File: src/rtl/core/tcw_pkg.sv
// text console writer package: item types, control structs and constants
// shared by the cursor, the top level and the testbench; depends on nothing
`timescale 1ns / 1ps

package tcw_pkg;

  // default screen geometry
  localparam int COLUMNS_DEF = 80;
  localparam int ROWS_DEF    = 25;

  // codes
  localparam logic [7:0] NEWLINE_CODE = 8'd10;
  localparam logic [7:0] NULL_CODE    = 8'd0;
  localparam logic       MODE_PUT     = 1'b0;
  localparam logic       MODE_READ    = 1'b1;

  // attribute byte after reset
  localparam logic [7:0] COLOR_RESET  = 8'd3;

  // request on the input channel
  typedef struct packed {
    logic        mode;
    logic [7:0]  char_code;
    logic [10:0] read_index;
  } in_item_t;

  // result item on the result channel
  typedef struct packed {
    logic [15:0] cell_data;
    logic [6:0]  cursor_column;
    logic [4:0]  cursor_row;
    logic        scrolled;
  } out_item_t;

  // cursor update commands from the control sequencer
  typedef struct packed {
    logic advance;
    logic newline;
    logic scroll;
  } cur_cmd_t;

  // cursor status back to the control sequencer
  typedef struct packed {
    logic col_full;
    logic at_bottom;
    logic read_ok;
  } cur_stat_t;

endpackage

File: src/rtl/core/tcw_cursor.sv
// cursor and screen origin registers with logical to physical address mapping
// the cell store is a ring of rows; depends on tcw_pkg
`timescale 1ns / 1ps

module tcw_cursor #(
  parameter int COLUMNS = tcw_pkg::COLUMNS_DEF,
  parameter int ROWS    = tcw_pkg::ROWS_DEF,
  localparam int CELLS  = COLUMNS * ROWS,
  localparam int AW     = $clog2(CELLS),
  localparam int COL_W  = $clog2(COLUMNS + 1),
  localparam int ROW_W  = $clog2(ROWS)
) (
  input  logic               clk,
  input  logic               rst_n,
  input  tcw_pkg::cur_cmd_t  cmd,
  input  logic [10:0]        read_index,
  output tcw_pkg::cur_stat_t stat,
  output logic [AW-1:0]      wr_addr,
  output logic [AW-1:0]      rd_addr,
  output logic [AW-1:0]      top_addr,
  output logic [COL_W-1:0]   col_nxt,
  output logic [ROW_W-1:0]   row_nxt
);

  // sum width: holds any index plus an offset below the cell count
  localparam int SW = ((AW > 11) ? AW : 11) + 1;

  logic [COL_W-1:0] col_r;
  logic [ROW_W-1:0] row_r;
  logic [AW-1:0]    row_base_r;
  logic [AW-1:0]    base_off_r;
  logic [AW-1:0]    row_base_nxt;
  logic [AW-1:0]    base_off_nxt;
  logic [SW-1:0]    wr_sum;
  logic [SW-1:0]    rd_sum;
  logic [SW-1:0]    bo_sum;

  // status flags
  assign stat.col_full  = (col_r == COL_W'(COLUMNS));
  assign stat.at_bottom = (row_r == ROW_W'(ROWS - 1));
  assign stat.read_ok   = (SW'(read_index) < SW'(CELLS));

  // physical write address of the cursor cell, wrapped once
  assign wr_sum  = SW'(row_base_r) + SW'(col_r) + SW'(base_off_r);
  assign wr_addr = (wr_sum >= SW'(CELLS)) ? AW'(wr_sum - SW'(CELLS)) : AW'(wr_sum);

  // physical read address of a logical cell index, wrapped once
  assign rd_sum  = SW'(read_index) + SW'(base_off_r);
  assign rd_addr = (rd_sum >= SW'(CELLS)) ? AW'(rd_sum - SW'(CELLS)) : AW'(rd_sum);

  // physical start of the top row; it becomes the new bottom row on a scroll
  assign top_addr = base_off_r;
  assign bo_sum   = SW'(base_off_r) + SW'(COLUMNS);

  // next cursor and origin
  always_comb begin
    col_nxt      = col_r;
    row_nxt      = row_r;
    row_base_nxt = row_base_r;
    base_off_nxt = base_off_r;
    if (cmd.advance) begin
      col_nxt = col_r + COL_W'(1);
    end
    if (cmd.newline) begin
      col_nxt      = '0;
      row_nxt      = row_r + ROW_W'(1);
      row_base_nxt = row_base_r + AW'(COLUMNS);
    end
    if (cmd.scroll) begin
      col_nxt      = '0;
      base_off_nxt = (bo_sum >= SW'(CELLS)) ? '0 : AW'(bo_sum);
    end
  end

  always_ff @(posedge clk) begin
    if (!rst_n) begin
      col_r      <= '0;
      row_r      <= '0;
      row_base_r <= '0;
      base_off_r <= '0;
    end else begin
      col_r      <= col_nxt;
      row_r      <= row_nxt;
      row_base_r <= row_base_nxt;
      base_off_r <= base_off_nxt;
    end
  end

endmodule

File: config.mk
export PLATFORM = sky130hd
export DESIGN_NAME = tcw_cursor
export DESIGN_NICKNAME = d
export VERILOG_FILES = /design/src/rtl/core/tcw_pkg.sv /design/src/rtl/core/tcw_cursor.sv
export SDC_FILE = /design/constraint.sdc
export NUM_CORES = 1
export LEC_CHECK = 0
export BUFFER_PORTS_ARGS = -buffer_cell sky130_fd_sc_hd__buf_2
export CORE_UTILIZATION = 55
export DETAILED_ROUTE_END_ITERATION = 6
export HOLD_SLACK_MARGIN = 0.12
export MAX_ROUTING_LAYER = met4
export PLACE_DENSITY = 0.89
export SYNTH_ARGS = -nofsm -noshare
export SYNTH_HDL_FRONTEND = slang
export SYNTH_SLANG_ARGS = --single-unit
File: constraint.sdc
create_clock -name clk -period 4.7 [get_ports clk]
set_clock_uncertainty 0.2 [all_clocks]
set_input_delay 0.705 -clock clk [delete_from_list [all_inputs] [get_ports clk]]
set_output_delay 0.705 -clock clk [all_outputs]
set_load 0.005 [all_outputs]
==> results by group, run 1 <==
CTS
  – Hold-fix buffers at CTS: 0
  – PostCTS Resize Cnt: 0
  – Root Driver: clkbuf_8
  – H-Tree Depth: 1
  – Clk buf depth: 2
  – Num CTS Buffers: 3
  – Clk slew on worst S/H paths: 0.08 ns
  – TritonCTS Sinks: 26
  – Worst skew pair latency: 0.27 ns
  – Postcts setup bufs: 0
  – CTS tree: done

Synthesis
  – Cell taking the most area after synthesis: dfxtp_1
  – Post-synthesis register bit count: 26
  – Post-Synthesis Mean Instance Area: a little over 8 µm²
  – Area contributors post-synth: dfxtp_1, ha_1, xnor2_1
  – Post-synth cell types: 66
  – Yosys top cell area share: 0.184
  – Seq/Total Area, Yosys: 0.184
  – Post-synthesis async set-or-reset flop share: 0
  – Mapped cell area: 2840 µm²
  – Synthesized instance count: ~340
  – Warnings from Yosys: 0
  – EDFF count, synth: 0
  – Post-synth top flop: dfxtp_1

Floorplanning
  – Die Width: 73.8 µm
  – Total I/O pin count: between 60 and 70
  – Die Span Y: roughly 74 µm
  – Core area: slightly below 5000 µm²
  – Row cnt: 25
  – Die Footprint: 5450 µm²
  – Initial Util: 0.585

Global routing
  – Grt met1 use: 0.284
  – Initial antenna violation count: 0
  – GRT Total Usage: 0.250
  – Global route overflow: 0
  – GRT met3 Usage: 0.0219
  – Global-route wire length before repair: between 10 and 15 mm
  – Largest net degree at the start of global routing: 27
  – GRT busiest layer: met2
  – Routing usage on met2: 0.453
  – Vias in the first global route: 2,473

Layout
  – Fillers: 383
  – Final nets: ~440
  – Final Non-Filler Cells: 457
  – Register Area: 520 µm²
  – Layout Utilization: 0.655
  – Layout cell share with drive strength beyond 1: 0.197
  – ANT cells: 0
  – Multi-input gate area: roughly 2100 µm²
  – Synthesis-to-finish area growth: 11.9%

Critical path
  – CP Buf/Inv Count: 1
  – CP endpoint kind: output pin
  – WP depth: 10
  – Worst Path Required: 3.80 ns
  – Worst Path Max Fanout: 10
  – Slowest stage cell, crit path: dfxtp_1
  – Worst reg2reg path depth: 8
  – Crit path cell chain: fa_1, ha_1, o21a_1, mux2i_1, a2111oi_4, nor2_2, a41oi_4, nor2_1, xnor2_1, buf_2
  – Crit path max-delay family: compound AO/OA/AOI/OAI gates
  – Setup crit start kind: flop
  – Kind of critical path: flop to output pin
  – Arr. time, crit path: ~3.4 ns
  – Max incr delay on CP: approximately 0.56 ns

Power and ir drop
  – Internal: between 0.0004 and 0.0005 W
  – Combinational power share: 0.387
  – Clk network pwr share: 0.225
  – Net Switching: about 0.00021 W
  – Sequential power share: 0.388
  – Worst IR Drop VDD: between 200 and 250 µV
  – Static leakage: 1.50 nW
  – Switching portion of total power: 0.342
  – Power per cell area: 198 nW/µm²

Place
  – HPWL after DPL: just over 5 mm
  – Placer congestion estimate: between 0.8 and 0.9
  – Port bufs: 59
  – Placed cells: 453
  – Pre-CTS setup slack: 0.795 ns

Run
  – Max_cap viols: 0

STA
  – Setup TNS: 0 ns
  – Final hold viol count: 0
  – WHS: around 0.35 ns
  – FMAX: ~230 MHz
  – Fin crit share: 0.906
  – Relative slew margins: 0.606
  – RSZ-0062 raised after global routing: false
  – Minimum clock period: 4.26 ns
  – Finish-stage setup viols: 0
  – Worst-Margin Slew: 0.587 ns
  – Fin. max-slew vios: 0
  – Setup ws final: approximately 0.44 ns

Worst hold path
  – Min-Delay Path Class: flop to flop
  – WHS Path Cells: 2

Run status
  – Status: complete, no violations

Routing
  – DRC: 0
  – Vias per inst: 5.70
  – DR WL/cell: 14.1 µm
  – Pre-Repair DR Iteration Count: 5
  – Antenna Nets Post-Route: 0
  – DRT iter0 DRCs: 127
  – Aggregate routed wire length: 6.45 mm
  – Routed via count: ~2.6k
-- synthesized netlist by cell type (all sizes together) (3+ instances only) --
| cell | number |
|---|---|
| and3 | 4 |
| clkbuf | 7 |
| buf | 13 |
| a2111oi | 3 |
| nand2 | 21 |
| a21o | 5 |
| nand4b | 5 |
| inv | 19 |
| nor2 | 22 |
| nand3 | 7 |
| xor2 | 13 |
| o21ai | 15 |
| nand2b | 7 |
| o211ai | 5 |
| o31ai | 4 |
| ha | 32 |
| nor3 | 6 |
| xnor2 | 24 |
| mux2i | 6 |
| dfxtp | 26 |
| nor2b | 9 |
| and2 | 21 |
| o211a | 3 |
| o21a | 5 |
| nand4 | 4 |
| fa | 3 |
| a21oi | 14 |
| or3 | 6 |
-- sequential cells by signal (all words and copies together), names as in the netlist --
name,count
row_r,5
col_r,7
row_base_r,7
top_addr,7
-- logic make-up after synthesis --
group,count (synthesis),synth area share
simple gates,121,0.240
compound gates,75,0.201
buf+inv,39,0.0657
xor+xnor,37,0.117
fa+ha+maj,35,0.162
flops,26,0.184
mux,8,0.0291
other cells,1,0.00132
-- cells in the final DEF, fill, tap and decap left out, drive strengths merged, types with 14 or more instances in the layout --
cell / instances
nor2: 22
a21oi: 14
ha: 32
dfxtp: 26
o21ai: 15
buf: 59
and2: 21
nand2: 21
inv: 19
xnor2: 24
-- per-layer routing --
metal  up-vias  wire (µm)
li1       1298          -
met1      1223       2830
met2        65       3260
met3        17        198
met4         0        167
met5         -          0
-- final cells by class --
| cell class | count | area share |
|---|---|---|
| well taps | 67 | 0.0264 |
| clock buffers | 4 | 0.0173 |
| inverters | 19 | 0.0225 |
| flip-flops and latches | 26 | 0.164 |
| repair buffers | 59 | 0.0930 |
| multi-input cells | 282 | 0.677 |
-- through the flow --
step           instance area (µm²)  power, W
6_report                      3170  0.000627
5_1_grt                       3170  0.000666
4_1_cts                       3170  0.000629
3_5_place_dp                  3120  0.000487
3_3_place_gp                  3120  0.000477
2_1_floorplan                 2860  0.000422
-- final timing paths --
check | start | end | slack, ns
hold reg to reg | row_base_r[10]$_SDFFE_PN0P_ | row_base_r[10]$_SDFFE_PN0P_ | 0.35
setup reg to reg | top_addr[5]$_SDFFE_PN0P_ | top_addr[9]$_SDFFE_PN0P_ | 2.21
hold / removal | row_base_r[10]$_SDFFE_PN0P_ | row_base_r[10]$_SDFFE_PN0P_ | 0.35
setup / recovery | top_addr[6]$_SDFFE_PN0P_ | wr_addr[7] | 0.44
-- worst reg2reg max path, cell delays in order (launching register included) --
cell and delay (ns):
dfxtp_1 0.53, ha_1 0.35, o21a_1 0.18, nand3_1 0.10, xnor2_1 0.16, a21oi_1 0.13
a31o_1 0.40, nor2_1 0.08, o221a_1 0.25
-- power by group through the flow --
| stage | logic, W | registers (W) | clock network [W] |
|---|---|---|---|
| floorplan | 0.000177 | 0.000245 | 0 |
| global placement | 0.000230 | 0.000247 | 0 |
| detailed placement | 0.000239 | 0.000248 | 0 |
| CTS | 0.000241 | 0.000243 | 0.000145 |
| global route | 0.000269 | 0.000245 | 0.000152 |
| finish | 0.000242 | 0.000243 | 0.000141 |
(Power assumes the default switching activity.)
==> inputs of run 2 (changes only) <==
Settings changed: CELL_PAD_IN_SITES_DETAIL_PLACEMENT set to 0, CELL_PAD_IN_SITES_GLOBAL_PLACEMENT set to 1, CORE_UTILIZATION 55 to 41, PLACE_DENSITY 0.89 to 0.9, SKIP_LAST_GASP set to 1.
==> run 2 against run 1 <==
Sequential power about the same. Global-route usage fell by 7.5 points. Core utilization shrank 16 points. Clock power up 3%. Fmax increased by 0.95%. Critical path type unchanged. Power down 0.37%. Setup slack better by 0.040 ns. Routed wire length decreased by 8.5%. Highest routed layer unchanged.
==> results by group, run 2 (synthesis results as in run 1) <==
Floorplanning
  – Die Span Y: 85.2 µm (+15%)
  – Initial Util: 0.437 (-0.148)
  – Core area: 6490 µm² (+34%)
  – Row cnt: 29 (+16%)
  – Total I/O pin count: 64 (unchanged)
  – Die Footprint: 7250 µm² (+33%)
  – Die Width: 85.2 µm (+15%)

STA
  – FMAX: 237 MHz (+0.95%)
  – Relative slew margins: 0.641 (+0.0345)
  – Worst-Margin Slew: 0.535 ns (-0.0520 ns)
  – Setup TNS: 0 ns (unchanged)
  – Final hold viol count: 0 (unchanged)
  – Finish-stage setup viols: 0 (unchanged)
  – Fin. max-slew vios: 0 (unchanged)
  – WHS: 0.304 ns (-0.0500 ns)
  – Setup ws final: 0.481 ns (+0.0399 ns)
  – Fin crit share: 0.898 (-0.00849)
  – Minimum clock period: 4.22 ns (-0.0399 ns)
  – RSZ-0062 raised after global routing: false

Place
  – Port bufs: 59 (unchanged)
  – HPWL after DPL: 4.77 mm (-5.7%)
  – Pre-CTS setup slack: 0.784 ns (-0.0109 ns)
  – Placed cells: 463 (+2.2%)
  – Placer congestion estimate: 0.825 (-4.5%)

Routing
  – DR WL/cell: 12.6 µm (-10%)
  – Routed via count: 2,502 (-3.9%)
  – Vias per inst: 5.36 (-5.9%)
  – DRC: 0 (unchanged)
  – Aggregate routed wire length: 5.90 mm (-8.5%)
  – Pre-Repair DR Iteration Count: 4 (-1)
  – Antenna Nets Post-Route: 0 (unchanged)
  – DRT iter0 DRCs: 128 (+0.79%)

Layout
  – Commonest cells after routing, fill and taps aside: buf_2, ha_1, dfxtp_1
  – Synthesis-to-finish area growth: 12.4%
  – Final Non-Filler Cells: 467 (+2.2%)
  – Final nets: 442 (unchanged)
  – Layout cell share with drive strength beyond 1: 0.197 (unchanged)
  – ANT cells: 0 (unchanged)
  – Commonest non-fill, non-tap cell in the layout: buf_2

Global routing
  – Grt met1 use: 0.231 (-0.0527)
  – GRT busiest layer: met2
  – GRT Total Usage: 0.174 (-0.0755)
  – GRT met3 Usage: 0.0156 (-0.00638)
  – Vias in the first global route: 2,329 (-5.8%)
  – Global-route wire length before repair: 10.2 mm (-3.1%)
  – Largest net degree at the start of global routing: 27 (unchanged)
  – Global route overflow: 0 (unchanged)
  – Routing usage on met2: 0.295 (-0.158)
  – Initial antenna violation count: 0 (unchanged)

Power and ir drop
  – Worst IR Drop VDD: 163 µV (-25%)
  – Static leakage: 1.50 nW (unchanged)
  – Power per cell area: 196 nW/µm² (-0.76%)
  – Post-layout total power: 0.000625 W (-0.37%)

Worst hold path
  – Min-Delay Path Class: flop to flop

CTS
  – Postcts setup bufs: 0 (unchanged)
  – Clk buf depth: 2 (unchanged)
  – Clk slew on worst S/H paths: 0.09 ns (about the same)
  – PostCTS Resize Cnt: 0 (unchanged)
  – Root Driver: clkbuf_8
  – Hold-fix buffers at CTS: 0 (unchanged)
  – TritonCTS Sinks: 26 (unchanged)
  – H-Tree Depth: 1 (unchanged)
  – Worst skew pair latency: 0.27 ns (about the same)
  – Num CTS Buffers: 3 (unchanged)
  – CTS tree: done

Run status
  – Status: complete, no violations

Run
  – Max_cap viols: 0 (unchanged)

Critical path
  – Worst Path Required: 3.80 ns (about the same)
  – Setup crit start kind: flop
  – Worst Path Max Fanout: 10 (unchanged)
  – CP endpoint kind: output pin
  – Kind of critical path: flop to output pin
  – Arr. time, crit path: 3.31 ns (-0.04 ns)
[run 2: cell counts in the layout (fill, tap and decap cells not counted)]
No cell type changed its count.
[run 2: metal layers]
layer / up-vias / wire length (µm) / part of all wire
met4: 0 / 34 / 0.0058
met2: 40 / 2750 / 0.47
met1: 1158 / 2970 / 0.50
li1: 1299 / - / -
met5: - / 0 / 0
met3: 5 / 146 / 0.025
[run 2: where the power goes]
part,switching [W],internal (W),leakage [nW]
registers,0.0000140,0.000229,0.212
logic,0.000129,0.000108,1.26
clock network,0.0000703,0.0000749,0.0288
total,0.000213,0.000412,1.50
[run 2: layout make-up]
cell class              count  area, µm²
flip-flops and latches     26        520
fillers                   650       3310
well taps                  77       96.3
inverters                  19       71.3
repair buffers             59        295
multi-input cells         282       2150
clock buffers               4       55.1
[run 2: stage by stage]
stage | area [µm²] | util
floorplan | 2860 | -
global placement | 3130 | 0.482
detailed placement | 3130 | 0.482
CTS | 3190 | 0.491
global route | 3190 | 0.491
finish | 3190 | 0.491
[run 2: final timing paths]
kind | startpoint | endpoint | slack (ns) | depth (start not counted)
setup / recovery | top_addr[6]$_SDFFE_PN0P_ | wr_addr[7] | 0.48 | 10
hold / removal | row_base_r[10]$_SDFFE_PN0P_ | row_base_r[10]$_SDFFE_PN0P_ | 0.30 | 2
setup reg to reg | top_addr[5]$_SDFFE_PN0P_ | top_addr[9]$_SDFFE_PN0P_ | 2.31 | 8
hold reg to reg | row_base_r[10]$_SDFFE_PN0P_ | row_base_r[10]$_SDFFE_PN0P_ | 0.30 | 2
[run 2: worst max-delay path, stage by stage (launching register included)]
cell	delay, ns
dfxtp_1	0.55
fa_1	0.46
ha_1	0.41
o21a_1	0.25
mux2i_1	0.17
a2111oi_4	0.44
nor2_2	0.11
a41oi_4	0.31
nor2_1	0.10
xnor2_1	0.12
buf_2	0.13
==> inputs of run 3 (changes only) <==
Settings changed: ABC_CLOCK_PERIOD_IN_PS set to 4700, PLACE_DENSITY 0.9 to 0.89.
==> run 3 against run 2 <==
Non-clock buffer count is the same. Highest routed layer unchanged. Critical endpoint unchanged. Via count is essentially flat. Sequential cell count is the same. Power grew 0.61%. Register-to-register slack is essentially flat.
==> results by group, run 3 (synthesis results as in run 1) <==
Worst hold path
  – WHS Path Cells: 2 (unchanged)
  – WHS Endpoint: row_base_r[10]$_SDFFE_PN0P_
  – Min-Delay Path Class: flop to flop
  – Hold path startpoint: row_base_r[10]$_SDFFE_PN0P_

Power and ir drop
  – Power per cell area: 197 nW/µm² (+0.61%)
  – Post-layout total power: 0.000629 W (+0.61%)
  – Worst IR Drop VDD: 151 µV (-7.3%)
  – Static leakage: 1.50 nW (unchanged)

Floorplanning
  – Total I/O pin count: 64 (unchanged)
  – Die Width: 85.2 µm (unchanged)
  – Initial Util: 0.437 (unchanged)
  – Row cnt: 29 (unchanged)
  – Die Span Y: 85.2 µm (unchanged)
  – Core area: 6490 µm² (unchanged)
  – Die Footprint: 7250 µm² (unchanged)

CTS
  – Worst skew pair latency: 0.27 ns (about the same)
  – Hold-fix buffers at CTS: 0 (unchanged)
  – TritonCTS Sinks: 26 (unchanged)
  – Clk slew on worst S/H paths: 0.09 ns (about the same)
  – Root Driver: clkbuf_8
  – Num CTS Buffers: 3 (unchanged)
  – Postcts setup bufs: 0 (unchanged)
  – CTS tree: done
  – PostCTS Resize Cnt: 0 (unchanged)
  – Clk buf depth: 2 (unchanged)
  – H-Tree Depth: 1 (unchanged)

Routing
  – Antenna Nets Post-Route: 0 (unchanged)
  – DRT iter0 DRCs: 174 (+36%)
  – Vias per inst: 5.36 (about the same)
  – DRC: 0 (unchanged)
  – DR WL/cell: 13.2 µm (+4.6%)
  – Pre-Repair DR Iteration Count: 4 (unchanged)
  – Aggregate routed wire length: 6.17 mm (+4.6%)
  – Routed via count: 2,503 (+0.040%)

Critical path
  – R2r startpoint: top_addr[5]$_SDFFE_PN0P_
  – R2R Setup Slk: 2.30 ns (about the same)
  – Worst Path Max Fanout: 10 (unchanged)
  – Kind of critical path: flop to output pin
  – Worst reg2reg path depth: 8 (unchanged)
  – Setup crit start kind: flop
  – Arr. time, crit path: 3.31 ns (about the same)
  – Worst Path Required: 3.80 ns (about the same)
  – Worst R2R End: top_addr[9]$_SDFFE_PN0P_
  – CP endpoint kind: output pin

STA
  – Fin crit share: 0.898 (about the same)
  – FMAX: 237 MHz (about the same)
  – Worst-Margin Slew: 0.529 ns (-0.00574 ns)
  – Minimum clock period: 4.22 ns (-0.000358 ns)
  – Relative slew margins: 0.644 (+0.00386)
  – Final hold viol count: 0 (unchanged)
  – RSZ-0062 raised after global routing: false
  – Finish-stage setup viols: 0 (unchanged)
  – Setup TNS: 0 ns (unchanged)
  – Fin. max-slew vios: 0 (unchanged)

Layout
  – Final nets: 442 (unchanged)
  – Synthesis-to-finish area growth: 12.4% (unchanged)
  – ANT cells: 0 (unchanged)
  – Commonest cells after routing, fill and taps aside: buf_2, ha_1, dfxtp_1
  – Layout cell share with drive strength beyond 1: 0.197 (unchanged)
  – Commonest non-fill, non-tap cell in the layout: buf_2

Run
  – Max_cap viols: 0 (unchanged)

Global routing
  – Global route overflow: 0 (unchanged)
  – Largest net degree at the start of global routing: 27 (unchanged)
  – Vias in the first global route: 2,406 (+3.3%)
  – Global-route wire length before repair: 10.7 mm (+4.6%)
  – Initial antenna violation count: 0 (unchanged)
  – GRT Total Usage: 0.184 (+0.00990)

Place
  – Port bufs: 59 (unchanged)
  – Placer congestion estimate: 0.847 (+2.6%)
  – HPWL after DPL: 4.86 mm (+1.9%)

Run status
  – Status: complete, no violations
## run 3: cell counts in the layout (fill, tap and decap cells not counted)
Identical to the previous run, type by type.
## run 3: worst max-delay path: stages, from the launching register on
cell and delay, ns:
dfxtp_1 0.55, fa_1 0.46, ha_1 0.41, o21a_1 0.24
mux2i_1 0.15, a2111oi_4 0.45, nor2_2 0.10, a41oi_4 0.31
nor2_1 0.10, xnor2_1 0.13, buf_2 0.12
## run 3: worst max-delay path by stage
| stage | startpoint | to | slack [ns] |
|---|---|---|---|
| 6_report | top_addr[6]$_SDFFE_PN0P_ | wr_addr[7] | 0.48 |
| 5_1_grt | top_addr[6]$_SDFFE_PN0P_ | wr_addr[6] | 0.21 |
| 4_1_cts | top_addr[6]$_SDFFE_PN0P_ | wr_addr[7] | 0.46 |
| 3_5_place_dp | top_addr[6]$_SDFFE_PN0P_ | wr_addr[7] | 0.79 |
| 3_3_place_gp | top_addr[6]$_SDFFE_PN0P_ | wr_addr[7] | 0.86 |
| 2_1_floorplan | top_addr[6]$_SDFFE_PN0P_ | wr_addr[7] | 1.07 |
## run 3: metrics by stage
stage	worst slack [ns]	hold WS (ns)	std cells	instance area, µm²	utilization
after global routing	0.211	0.354	467	3190	0.491
after detailed placement	0.791	0.297	463	3130	0.482
after CTS	0.464	0.311	467	3190	0.491
after floorplan	1.07	0.268	347	2860	-
after global placement	0.862	0.285	463	3130	0.482
final	0.481	0.309	467	3190	0.491
## run 3: final cells by class
class	instances	area (µm²)
clock buffer	4	55.1
fill	634	3310
inverter	19	71.3
multi-input combinational	282	2150
sequential	26	520
tap	77	96.3
timing repair buffer	59	295
## run 3: where the power goes
| group | switching, W | internal (W) | total [W] |
|---|---|---|---|
| clock | 0.0000722 | 0.0000751 | 0.000147 |
| combinational | 0.000130 | 0.000108 | 0.000238 |
| sequential | 0.0000141 | 0.000229 | 0.000243 |
## run 3: layer usage
metal / vias up / track usage / share of wire / wire length [µm]
met3: 9 / 0.0214 / 0.032 / 196
met4: 0 / 0.0539 / 0.015 / 91
met1: 1152 / 0.233 / 0.49 / 3020
met2: 48 / 0.309 / 0.46 / 2860
met5: - / - / 0 / 0
li1: 1294 / - / - / -
